===== src/http_chunked_body_decoder_macros.svh =====
// Assertion macros shared by the chunked body decoder RTL.
`ifndef HTTP_CHUNKED_BODY_DECODER_MACROS_SVH
`define HTTP_CHUNKED_BODY_DECODER_MACROS_SVH

// The consequent must hold in the same cycle as the antecedent.
`define HCBD_ASSERT_SAME(label, clk, rst, ante, cons, msg) \
   label: assert property (@(posedge clk) disable iff (rst) (ante) |-> (cons)) \
      else $error(msg);

// The consequent must hold in the cycle after the antecedent.
`define HCBD_ASSERT_NEXT(label, clk, rst, ante, cons, msg) \
   label: assert property (@(posedge clk) disable iff (rst) (ante) |=> (cons)) \
      else $error(msg);

`endif


===== src/hcbd_pkg.sv =====
// Types, constants and helper functions for the chunked body decoder.
package hcbd_pkg;

   // Field and state widths.
   localparam int BYTE_W        = 8;
   localparam int KIND_W        = 2;
   localparam int KIB_W         = 22;
   localparam int TRAILER_W     = 16;
   localparam int CSR_DATA_W    = 22;
   localparam int CSR_INDEX_W   = 1;
   localparam int CHUNK_W       = 63;
   localparam int TOTAL_W       = 63;
   localparam int MATCH_W       = 2;

   // Size lines must be shorter than this many bytes.
   localparam int MAX_LINE_BYTES = 1024;
   localparam int LINE_W         = $clog2(MAX_LINE_BYTES + 1);

   // Reset value of the trailer byte limit.
   localparam logic [TRAILER_W-1:0] TRAILER_LIMIT_RESET = TRAILER_W'(8192);

   // Register indexes.
   localparam logic [CSR_INDEX_W-1:0] CSR_MAX_BODY_KIB      = 1'b0;
   localparam logic [CSR_INDEX_W-1:0] CSR_MAX_TRAILER_BYTES = 1'b1;

   // Result kinds.
   localparam logic [KIND_W-1:0] KIND_PAYLOAD = 2'd0;
   localparam logic [KIND_W-1:0] KIND_DONE    = 2'd1;
   localparam logic [KIND_W-1:0] KIND_ERROR   = 2'd2;

   // Error codes.
   localparam logic ERR_BAD_REQUEST = 1'b0;
   localparam logic ERR_TOO_LARGE   = 1'b1;

   // Input actions.
   localparam logic ACT_BYTE  = 1'b0;
   localparam logic ACT_BEGIN = 1'b1;

   // Terminator progress through CR LF CR LF.
   localparam logic [MATCH_W-1:0] MATCH_NONE   = 2'd0;
   localparam logic [MATCH_W-1:0] MATCH_CR     = 2'd1;
   localparam logic [MATCH_W-1:0] MATCH_CRLF   = 2'd2;
   localparam logic [MATCH_W-1:0] MATCH_CRLFCR = 2'd3;

   // Character codes.
   localparam logic [BYTE_W-1:0] CH_CR    = 8'h0D;
   localparam logic [BYTE_W-1:0] CH_LF    = 8'h0A;
   localparam logic [BYTE_W-1:0] CH_SPACE = 8'h20;
   localparam logic [BYTE_W-1:0] CH_TAB   = 8'h09;
   localparam logic [BYTE_W-1:0] CH_SEMI  = 8'h3B;

   // Decoder phases, one-hot.
   typedef enum logic [8:0] {
      PH_SIZE_START  = 9'b000000001,
      PH_SIZE_DIGITS = 9'b000000010,
      PH_SIZE_BLANK  = 9'b000000100,
      PH_SIZE_CR     = 9'b000001000,
      PH_SIZE_EXT    = 9'b000010000,
      PH_DATA        = 9'b000100000,
      PH_DATA_CR     = 9'b001000000,
      PH_DATA_LF     = 9'b010000000,
      PH_TRAILER     = 9'b100000000
   } phase_type;

   // A decoded hex digit.
   typedef struct packed {
      logic       ok;
      logic [3:0] value;
   } hex_type;

   // Decodes one ASCII hex digit of either case.
   function automatic hex_type hex_value(input logic [BYTE_W-1:0] b);
      hex_type h;
      h.ok    = 1'b0;
      h.value = 4'd0;
      if (b >= 8'h30 && b <= 8'h39) begin
         h.ok    = 1'b1;
         h.value = 4'(b - 8'h30);
      end else if (b >= 8'h61 && b <= 8'h66) begin
         h.ok    = 1'b1;
         h.value = 4'(b - 8'h57);
      end else if (b >= 8'h41 && b <= 8'h46) begin
         h.ok    = 1'b1;
         h.value = 4'(b - 8'h37);
      end
      return h;
   endfunction

endpackage


===== src/http_chunked_body_decoder.sv =====
// HTTP/1.1 chunked body decoder: one received byte in, at most one result out.
// An accepted item is held in the input register and decoded from there into the
// result register once the result register is free.
// Throughput: one item per clock; the result register stall is the only limit.
// Reset clears the parse state, sets the body limit to unlimited and the
// trailer limit to 8192 bytes.
`include "http_chunked_body_decoder_macros.svh"

module http_chunked_body_decoder (
   input  logic                               clock,
   input  logic                               reset,
   input  logic                               req_valid,
   output logic                               req_stall,
   input  logic                               req_action,
   input  logic [hcbd_pkg::BYTE_W-1:0]        req_in_byte,
   output logic                               rsp_valid,
   input  logic                               rsp_stall,
   output logic [hcbd_pkg::KIND_W-1:0]        rsp_kind,
   output logic [hcbd_pkg::BYTE_W-1:0]        rsp_out_byte,
   output logic                               rsp_error_code,
   output logic [hcbd_pkg::TOTAL_W-1:0]       rsp_body_length,
   output logic                               rsp_keep_alive_dropped,
   input  logic                               csr_write,
   input  logic [hcbd_pkg::CSR_INDEX_W-1:0]   csr_index,
   input  logic [hcbd_pkg::CSR_DATA_W-1:0]    csr_wdata
);
   import hcbd_pkg::*;

   // Configuration registers.
   logic [KIB_W-1:0]     max_body_kib_ff;
   logic [TRAILER_W-1:0] max_trailer_ff;

   // Input register.
   logic              in_valid_ff;
   logic              in_action_ff;
   logic [BYTE_W-1:0] in_byte_ff;

   // Parse state.
   phase_type           phase_ff,    phase_in;
   logic [CHUNK_W-1:0]  chunk_ff,    chunk_in;
   logic [TOTAL_W-1:0]  total_ff,    total_in;
   logic [LINE_W-1:0]   line_ff,     line_in;
   logic [TRAILER_W-1:0] trailer_ff, trailer_in;
   logic [MATCH_W-1:0]  match_ff,    match_in;
   logic                finished_ff, finished_in;

   // Result register.
   logic                rsp_valid_ff;
   logic [KIND_W-1:0]   rsp_kind_ff,  res_kind;
   logic [BYTE_W-1:0]   rsp_byte_ff,  res_byte;
   logic                rsp_code_ff,  res_code;
   logic [TOTAL_W-1:0]  rsp_len_ff,   res_len;
   logic                rsp_drop_ff,  res_drop;
   logic                res_load;

   // Handshake and decode helpers.
   logic                 req_accept;
   logic                 out_free;
   logic                 advance;
   hex_type              hv;
   logic [LINE_W-1:0]    line_inc;
   logic [TRAILER_W-1:0] trailer_inc;
   logic [CHUNK_W:0]     size_sum;
   logic [CHUNK_W:0]     size_limit;
   logic                 size_too_large;
   logic                 bad;
   logic                 line_end;
   logic                 after_cr;

   // The item in the input register moves on when the result register is free.
   assign out_free   = !rsp_valid_ff || !rsp_stall;
   assign advance    = in_valid_ff && out_free;
   assign req_stall  = in_valid_ff && !out_free;
   assign req_accept = req_valid && !req_stall;

   // Configuration writes.
   always_ff @(posedge clock) begin
      if (reset) begin
         max_body_kib_ff <= '0;
         max_trailer_ff  <= TRAILER_LIMIT_RESET;
      end else if (csr_write) begin
         unique case (csr_index)
            CSR_MAX_BODY_KIB:      max_body_kib_ff <= csr_wdata[KIB_W-1:0];
            CSR_MAX_TRAILER_BYTES: max_trailer_ff  <= csr_wdata[TRAILER_W-1:0];
         endcase
      end
   end

   // Input register.
   always_ff @(posedge clock) begin
      if (reset) begin
         in_valid_ff <= 1'b0;
      end else if (req_accept) begin
         in_valid_ff <= 1'b1;
      end else if (advance) begin
         in_valid_ff <= 1'b0;
      end
   end

   always_ff @(posedge clock) begin
      if (req_accept) begin
         in_action_ff <= req_action;
         in_byte_ff   <= req_in_byte;
      end
   end

   // Shared arithmetic for the current byte.
   assign hv          = hex_value(in_byte_ff);
   assign line_inc    = line_ff + 1'b1;
   assign trailer_inc = (trailer_ff == '1) ? trailer_ff : trailer_ff + 1'b1;
   assign size_sum    = {1'b0, chunk_ff} + {1'b0, total_ff};
   assign size_limit  = (CHUNK_W + 1)'({max_body_kib_ff, 10'b0});

   // With a limit the chunk may not push the total past it; without one the
   // total must still fit in 63 bits.
   always_comb begin
      if (size_limit != '0) begin
         size_too_large = size_sum > size_limit;
      end else begin
         size_too_large = size_sum[CHUNK_W];
      end
   end

   // Next state and result for the item in the input register.
   always_comb begin
      phase_in    = phase_ff;
      chunk_in    = chunk_ff;
      total_in    = total_ff;
      line_in     = line_ff;
      trailer_in  = trailer_ff;
      match_in    = match_ff;
      finished_in = finished_ff;
      res_load    = 1'b0;
      res_kind    = KIND_PAYLOAD;
      res_byte    = '0;
      res_code    = ERR_BAD_REQUEST;
      res_len     = '0;
      res_drop    = 1'b0;
      bad         = 1'b0;
      line_end    = 1'b0;
      after_cr    = 1'b0;

      if (advance) begin
         if (in_action_ff == ACT_BEGIN) begin
            phase_in    = PH_SIZE_START;
            chunk_in    = '0;
            total_in    = '0;
            line_in     = '0;
            trailer_in  = '0;
            match_in    = MATCH_NONE;
            finished_in = 1'b0;
         end else if (!finished_ff) begin
            unique case (phase_ff) inside
               PH_DATA: begin
                  // Pass the payload byte through and count it.
                  if (chunk_ff != '0) begin
                     chunk_in = chunk_ff - 1'b1;
                  end
                  total_in = total_ff + 1'b1;
                  if (chunk_ff <= CHUNK_W'(1)) begin
                     phase_in = PH_DATA_CR;
                  end
                  res_load = 1'b1;
                  res_kind = KIND_PAYLOAD;
                  res_byte = in_byte_ff;
               end
               PH_DATA_CR: begin
                  if (in_byte_ff != CH_CR) begin
                     bad = 1'b1;
                  end else begin
                     phase_in = PH_DATA_LF;
                  end
               end
               PH_DATA_LF: begin
                  if (in_byte_ff != CH_LF) begin
                     bad = 1'b1;
                  end else begin
                     phase_in = PH_SIZE_START;
                     chunk_in = '0;
                     line_in  = '0;
                     match_in = MATCH_NONE;
                  end
               end
               PH_TRAILER: begin
                  // Track CR LF CR LF and cut overlong trailers.
                  if (in_byte_ff == CH_LF && match_ff == MATCH_CRLFCR) begin
                     finished_in = 1'b1;
                     res_load    = 1'b1;
                     res_kind    = KIND_DONE;
                     res_len     = total_ff;
                  end else begin
                     if (in_byte_ff == CH_CR) begin
                        match_in = (match_ff == MATCH_CRLF) ? MATCH_CRLFCR : MATCH_CR;
                     end else if (in_byte_ff == CH_LF) begin
                        match_in = (match_ff == MATCH_CR) ? MATCH_CRLF : MATCH_NONE;
                     end else begin
                        match_in = MATCH_NONE;
                     end
                     trailer_in = trailer_inc;
                     if (trailer_inc >= max_trailer_ff) begin
                        finished_in = 1'b1;
                        res_load    = 1'b1;
                        res_kind    = KIND_DONE;
                        res_len     = total_ff;
                        res_drop    = 1'b1;
                     end
                  end
               end
               PH_SIZE_START, PH_SIZE_DIGITS, PH_SIZE_BLANK, PH_SIZE_CR, PH_SIZE_EXT: begin
                  line_in = line_inc;
                  if ((phase_ff == PH_SIZE_START || phase_ff == PH_SIZE_DIGITS) && hv.ok) begin
                     // A digit while the size is above 2^59-1 would overflow.
                     if (chunk_ff[CHUNK_W-1:CHUNK_W-4] != '0) begin
                        bad = 1'b1;
                     end else begin
                        chunk_in = {chunk_ff[CHUNK_W-5:0], hv.value};
                        phase_in = PH_SIZE_DIGITS;
                     end
                  end else if (phase_ff == PH_SIZE_START) begin
                     bad = 1'b1;
                  end else if (phase_ff == PH_SIZE_DIGITS || phase_ff == PH_SIZE_BLANK) begin
                     if (in_byte_ff == CH_SPACE || in_byte_ff == CH_TAB) begin
                        phase_in = PH_SIZE_BLANK;
                     end else if (in_byte_ff == CH_CR) begin
                        phase_in = PH_SIZE_CR;
                     end else if (in_byte_ff == CH_SEMI) begin
                        phase_in = PH_SIZE_EXT;
                        match_in = MATCH_NONE;
                     end else begin
                        bad = 1'b1;
                     end
                  end else if (phase_ff == PH_SIZE_CR) begin
                     if (in_byte_ff == CH_LF) begin
                        line_end = 1'b1;
                        after_cr = 1'b1;
                     end else begin
                        bad = 1'b1;
                     end
                  end else begin
                     // Extensions are skipped up to an LF, bare or after CR.
                     if (in_byte_ff == CH_LF) begin
                        line_end = 1'b1;
                        after_cr = (match_ff == MATCH_CR);
                     end else begin
                        match_in = (in_byte_ff == CH_CR) ? MATCH_CR : MATCH_NONE;
                     end
                  end

                  // Line length check, then the end of the size line.
                  if (!bad && line_inc >= LINE_W'(MAX_LINE_BYTES)) begin
                     bad = 1'b1;
                  end
                  if (!bad && line_end) begin
                     if (chunk_ff == '0) begin
                        phase_in   = PH_TRAILER;
                        trailer_in = '0;
                        match_in   = after_cr ? MATCH_CRLF : MATCH_NONE;
                     end else if (size_too_large) begin
                        finished_in = 1'b1;
                        res_load    = 1'b1;
                        res_kind    = KIND_ERROR;
                        res_code    = ERR_TOO_LARGE;
                        res_drop    = 1'b1;
                     end else begin
                        phase_in = PH_DATA;
                     end
                  end
               end
               default: begin
                  phase_in = PH_SIZE_START;
               end
            endcase

            // Any bad request ends the body with an error.
            if (bad) begin
               finished_in = 1'b1;
               res_load    = 1'b1;
               res_kind    = KIND_ERROR;
               res_code    = ERR_BAD_REQUEST;
               res_drop    = 1'b1;
               res_byte    = '0;
               res_len     = '0;
            end
         end
      end
   end

   // Parse state registers.
   always_ff @(posedge clock) begin
      if (reset) begin
         phase_ff    <= PH_SIZE_START;
         chunk_ff    <= '0;
         total_ff    <= '0;
         line_ff     <= '0;
         trailer_ff  <= '0;
         match_ff    <= MATCH_NONE;
         finished_ff <= 1'b0;
      end else begin
         phase_ff    <= phase_in;
         chunk_ff    <= chunk_in;
         total_ff    <= total_in;
         line_ff     <= line_in;
         trailer_ff  <= trailer_in;
         match_ff    <= match_in;
         finished_ff <= finished_in;
      end
   end

   // Result register valid.
   always_ff @(posedge clock) begin
      if (reset) begin
         rsp_valid_ff <= 1'b0;
      end else if (advance && res_load) begin
         rsp_valid_ff <= 1'b1;
      end else if (!rsp_stall) begin
         rsp_valid_ff <= 1'b0;
      end
   end

   // Result register payload.
   always_ff @(posedge clock) begin
      if (advance && res_load) begin
         rsp_kind_ff <= res_kind;
         rsp_byte_ff <= res_byte;
         rsp_code_ff <= res_code;
         rsp_len_ff  <= res_len;
         rsp_drop_ff <= res_drop;
      end
   end

   assign rsp_valid              = rsp_valid_ff;
   assign rsp_kind               = rsp_kind_ff;
   assign rsp_out_byte           = rsp_byte_ff;
   assign rsp_error_code         = rsp_code_ff;
   assign rsp_body_length        = rsp_len_ff;
   assign rsp_keep_alive_dropped = rsp_drop_ff;

   // A begin item never produces a result.
   `HCBD_ASSERT_SAME(a_begin_silent, clock, reset, advance && in_action_ff == ACT_BEGIN, !res_load, "begin item produced a result")
   // Done and error results always close the body.
   `HCBD_ASSERT_NEXT(a_end_closes, clock, reset, advance && res_load && res_kind != KIND_PAYLOAD, finished_ff, "body not closed after done or error")
   // Payload phase is only entered with bytes left in the chunk.
   `HCBD_ASSERT_SAME(a_data_nonzero, clock, reset, phase_ff == PH_DATA, chunk_ff != '0, "payload phase with empty chunk")
   // The size line counter never reaches the line limit.
   `HCBD_ASSERT_SAME(a_line_bound, clock, reset, !finished_ff, line_ff < LINE_W'(MAX_LINE_BYTES), "size line counter out of range")

endmodule


===== config.mk =====
export PLATFORM = sky130hd
export DESIGN_NAME = http_chunked_body_decoder
export DESIGN_NICKNAME = d
export VERILOG_FILES = /design/src/hcbd_pkg.sv /design/src/http_chunked_body_decoder.sv
export VERILOG_INCLUDE_DIRS = /design/src /design/src/src
export SDC_FILE = /design/constraint.sdc
export NUM_CORES = 1
export LEC_CHECK = 0
export BUFFER_PORTS_ARGS = -buffer_cell sky130_fd_sc_hd__buf_2
export CAP_MARGIN = 10
export CORE_MARGIN = 8
export CORE_UTILIZATION = 46
export DETAILED_ROUTE_END_ITERATION = 7
export GPL_TIMING_DRIVEN = 0
export PLACE_DENSITY_LB_ADDON = 0.3
export SLEW_MARGIN = 5
export SYNTH_ARGS = -nofsm -noshare
export SYNTH_HDL_FRONTEND = slang
export SYNTH_SLANG_ARGS = --single-unit

===== constraint.sdc =====
create_clock -name clock -period 7 [get_ports clock]
set_clock_uncertainty 0.1 [all_clocks]
set_input_delay 0.35 -clock clock [delete_from_list [all_inputs] [get_ports clock]]
set_output_delay 0.35 -clock clock [all_outputs]
set_load 0.01 [all_outputs]

==> impl_metrics.yaml <==
critical_path:
  r2r_cells: 22
  crit_top_cell: "nand4_1"
  path_delay_family: "compound AO/OA/AOI/OAI gates"
  start_kind: "flip-flop"
  crit_arrival_ns: 6.81
  crit_fanout: 40
  crit_buf_inv: 2
  cp_num_cells: 22
  crit_path_max_incr_delay_ns: 0.59
  crit_path_top_delay_cell: "o41a_1"
  cp.required_ns: 7.15
  path_class: "flip-flop to flip-flop"
  crit_chain: "ha_1, a21o_1, nand4_1, a2111oi_4, o311ai_1, a21o_2, o21ai_0, xor2_1, ha_1, nand4_1, nor3_1, nand2_1, nor3_1, nand3_1, nor4_4, o211ai_1, nor4_2, nand4_1, o41a_1, o31ai_4, inv_6, buf_12"
  worstSetupEndpointType: "flip-flop"
clocking:
  cts_sinks: 289
  cts_tree: "done"
  cts_buffers: 34
  cts_root_buf: "clkbuf_16"
  clkTransAtPathRegs_ns: 0.07
  clockBufferDepth: 3
  clk-insertion-delay-late_ns: 0.55
  htreeDepth: 2
final_layout:
  fill_cells: 4025
  multi_input_area_sq_um: 12300
  syn2layout_area_growth_pct: 14.5
  final_nets: 2868
  ff_latch_area_sq_um: 6630
  layout.cells.non_filler: 3283
  final_core_util_pct: 53.4
  final_layout_size_suffix_gt1_share_pct: 8.20
  diodes: 0
die:
  num_io_pins: 114
  die_w_um: 222
  initial_core_util_pct: 46.6
  fp.dieH_um: 222
  coreArea_sq_um: 42000
  row_count: 75
  die_area_sq_um: 49500
yosys:
  synth_warnings: 0
  syn_area_per_cell_sq_um: 7.73
  synth_edf_count: 84
  syn-cell-area_sq_um: 19600
  yosysUniqueCellTypes: 91
  synth_seq_cells: 289
  syn_inst: 2535
  synthFlopType: "dfxtp_1"
  synth_nets: 2684
  async_reset_ff_share_pct: 0
  yosysSeqAreaShare_pct: 33.8
sta:
  min_period_ns: 6.66
  maxSlewHeadroom_pct: 17.0
  worstMarginPinSlew_ns: 1.24
  hold_slack_ns: 0.0578
  hold_viol_final: 0
  fin_ws_ns: 0.343
  final_max_slew_viol_count: 0
  setup_viol: 0
  final.period_utilization_pct: 95.1
  timing.fmax_mhz: 150
outcome:
  run_status: "complete, no violations"
placed_design:
  preCtsSetupSlack_ns: -0.556
  dp_hpwl_mm: 52.4
  place.gp.congestion: 0.967
  io_buffer_count: 112
  dp.cells: 3188
power_and_ir_drop:
  p_leak_uw: 0.00846
  p_total_uw: 4300
  max-vdd-ir-drop_mv: 0.175
  pwr_density_cell_nw_per_um2: 191
worst_hold_path:
  worstHoldPathType: "input port to flip-flop"
  worstHoldPathCells: 3
grt:
  antenna_found_initial: 0
  grt_max_degree: 41
  grt_use_total_pct: 26.5
  grt_pass1_wl_mm: 106
  globalRouteOverflowTotal: 0
  grt_pass1_vias: 18800
drt:
  drcViolationCount: 0
  firstDrtPassIters: 6
  wl_per_cell_um: 20.8
  dr_total_vias: 20000
  wl_mm: 68.2
  first_iter_violations: 2297
  via_per_inst: 6.10
  ant_nets: 0
flow_run:
  maxCapViolations: 0
[worst paths after layout]
kind / startpoint / slack (ns) / endpoint
max: chunk_ff[0] / 0.34 / rsp_body_length[35]
min: rsp_stall / 0.06 / rsp_valid
max reg2reg: chunk_ff[0] / 0.34 / rsp_body_length[35]
min reg2reg: max_body_kib_ff[13] / 0.36 / max_body_kib_ff[13]
[metal layers]
layer  track usage [%]  vias to the layer above  wire [um]
met3              4.10                      137       5700
met5                 0                        -          0
met1              36.0                     9449      29700
met4              9.45                        0       2070
met2              42.5                      880      30800
li1                  -                     9555          -
[timing repair]
item | 4_1_cts | 5_1_grt
pin swaps | 0 | 1
endpoints found under the hold margin | 48 | 0
gates resized for setup | 3 | 8
buffers inserted | 1 | 0
endpoints found under the setup margin | 76 | 75
hold buffers | 32 | 0
[registers in the layout, indices dropped and copies added (netlist names), 8 cells and up]
register         flops
chunk_ff            63
rsp_body_length     63
total_ff            63
max_body_kib_ff     22
max_trailer_ff      16
trailer_ff          16
line_ff             11
phase_ff             9
in_byte_ff           8
rsp_out_byte         8
[stage by stage]
step / setup TNS [ns] / instance area [sq um]
5_1_grt: -0.0877 / 22500
2_1_floorplan: 0 / 19600
4_1_cts: 0 / 22400
3_5_place_dp: -32.21 / 20900
3_3_place_gp: -130.84 / 20800
6_report: 0 / 22500
[cells in the mapped netlist (6+ instances only)]
cell | number | area share, %
and2_1 | 87 | 2.8
or2_2 | 9 | 0.29
nor2_1 | 313 | 6.0
nand4_1 | 57 | 1.8
edfxtp_1 | 84 | 13
nand3_1 | 58 | 1.5
or3_1 | 40 | 1.3
a21o_1 | 40 | 1.5
nand2b_1 | 16 | 0.51
o211ai_1 | 12 | 0.46
nand2_1 | 271 | 5.2
clkbuf_1 | 117 | 2.2
o21a_1 | 19 | 0.73
mux2i_1 | 11 | 0.56
o21ai_1 | 6 | 0.15
ha_1 | 111 | 7.1
and3_1 | 27 | 0.86
dfxtp_1 | 205 | 21
nor4_1 | 38 | 1.2
a211oi_1 | 41 | 1.6
a21oi_1 | 300 | 7.7
nor3b_1 | 10 | 0.38
a31oi_1 | 24 | 0.77
xnor2_1 | 54 | 2.4
a22oi_1 | 11 | 0.42
or4_1 | 9 | 0.34
o21ai_0 | 138 | 3.5
a221o_1 | 6 | 0.31
o31ai_1 | 14 | 0.54
a311oi_1 | 11 | 0.49
nor3_1 | 102 | 2.6
nor2b_1 | 18 | 0.57
nand3b_1 | 8 | 0.31
o21bai_1 | 8 | 0.31
buf_2 | 14 | 0.36
xor2_1 | 66 | 2.9
and4_1 | 10 | 0.45
inv_1 | 73 | 1.4
[cells by family (layout without fill, tap and decap cells)]
kind of cell / after synthesis / count (layout) / synth area share [%]
adders and majority gates: 112 / 112 / 7.19
xor gates and xnor gates: 120 / 120 / 5.36
DFF: 289 / 289 / 33.8
AOI/OAI and AO/OA: 691 / 691 / 21.4
and+or+nand+nor: 1103 / 1103 / 27.5
buffers and inverters: 207 / 416 / 4.06
muxes: 13 / 13 / 0.677
[power by group]
part	switching [uW]	leakage (uW)	internal [uW]
sequential	66.4	0.00234	1780
clock	742	0.000573	1110
combinational	397	0.00555	209
total	1210	0.00846	3090
[worst reg2reg max path, delay by kind of cell, from the launching register on]
kind            cells  cell delay (ns)
xor+xnor            1             0.37
flops               1             0.52
fa+ha+maj           2             0.47
compound gates      8             2.54
buf+inv             2             0.41
simple gates        9             1.88
[final cells by class]
class                           instances  area share, %
Sequential cell                       289           29.5
Buffer                                134           2.32
Tap cell                              539           3.00
Multi-Input combinational cell       2039           54.6
Clock buffer                           45           4.39
Clock inverter                         16          0.775
Timing Repair Buffer                  148           4.13
Inverter                               73           1.24
[layout by cell type, fill, tap and decap left out, types with 19 or more instances in the layout]
cell,n
nor3_1,102
ha_1,111
inv_1,72
buf_2,126
edfxtp_1,84
a21oi_1,299
nand3_1,58
xnor2_1,54
dlygate4sd3_1,32
xor2_1,66
clkbuf_1,121
o21a_1,19
and2_1,87
a21o_1,39
a31oi_1,23
nand4_1,57
or3_1,40
dfxtp_1,205
clkbuf_16,36
nand2_1,271
nor4_1,34
nor2_1,313
a211oi_1,40
and3_1,27
o21ai_0,138
(Power assumes the default switching activity.)
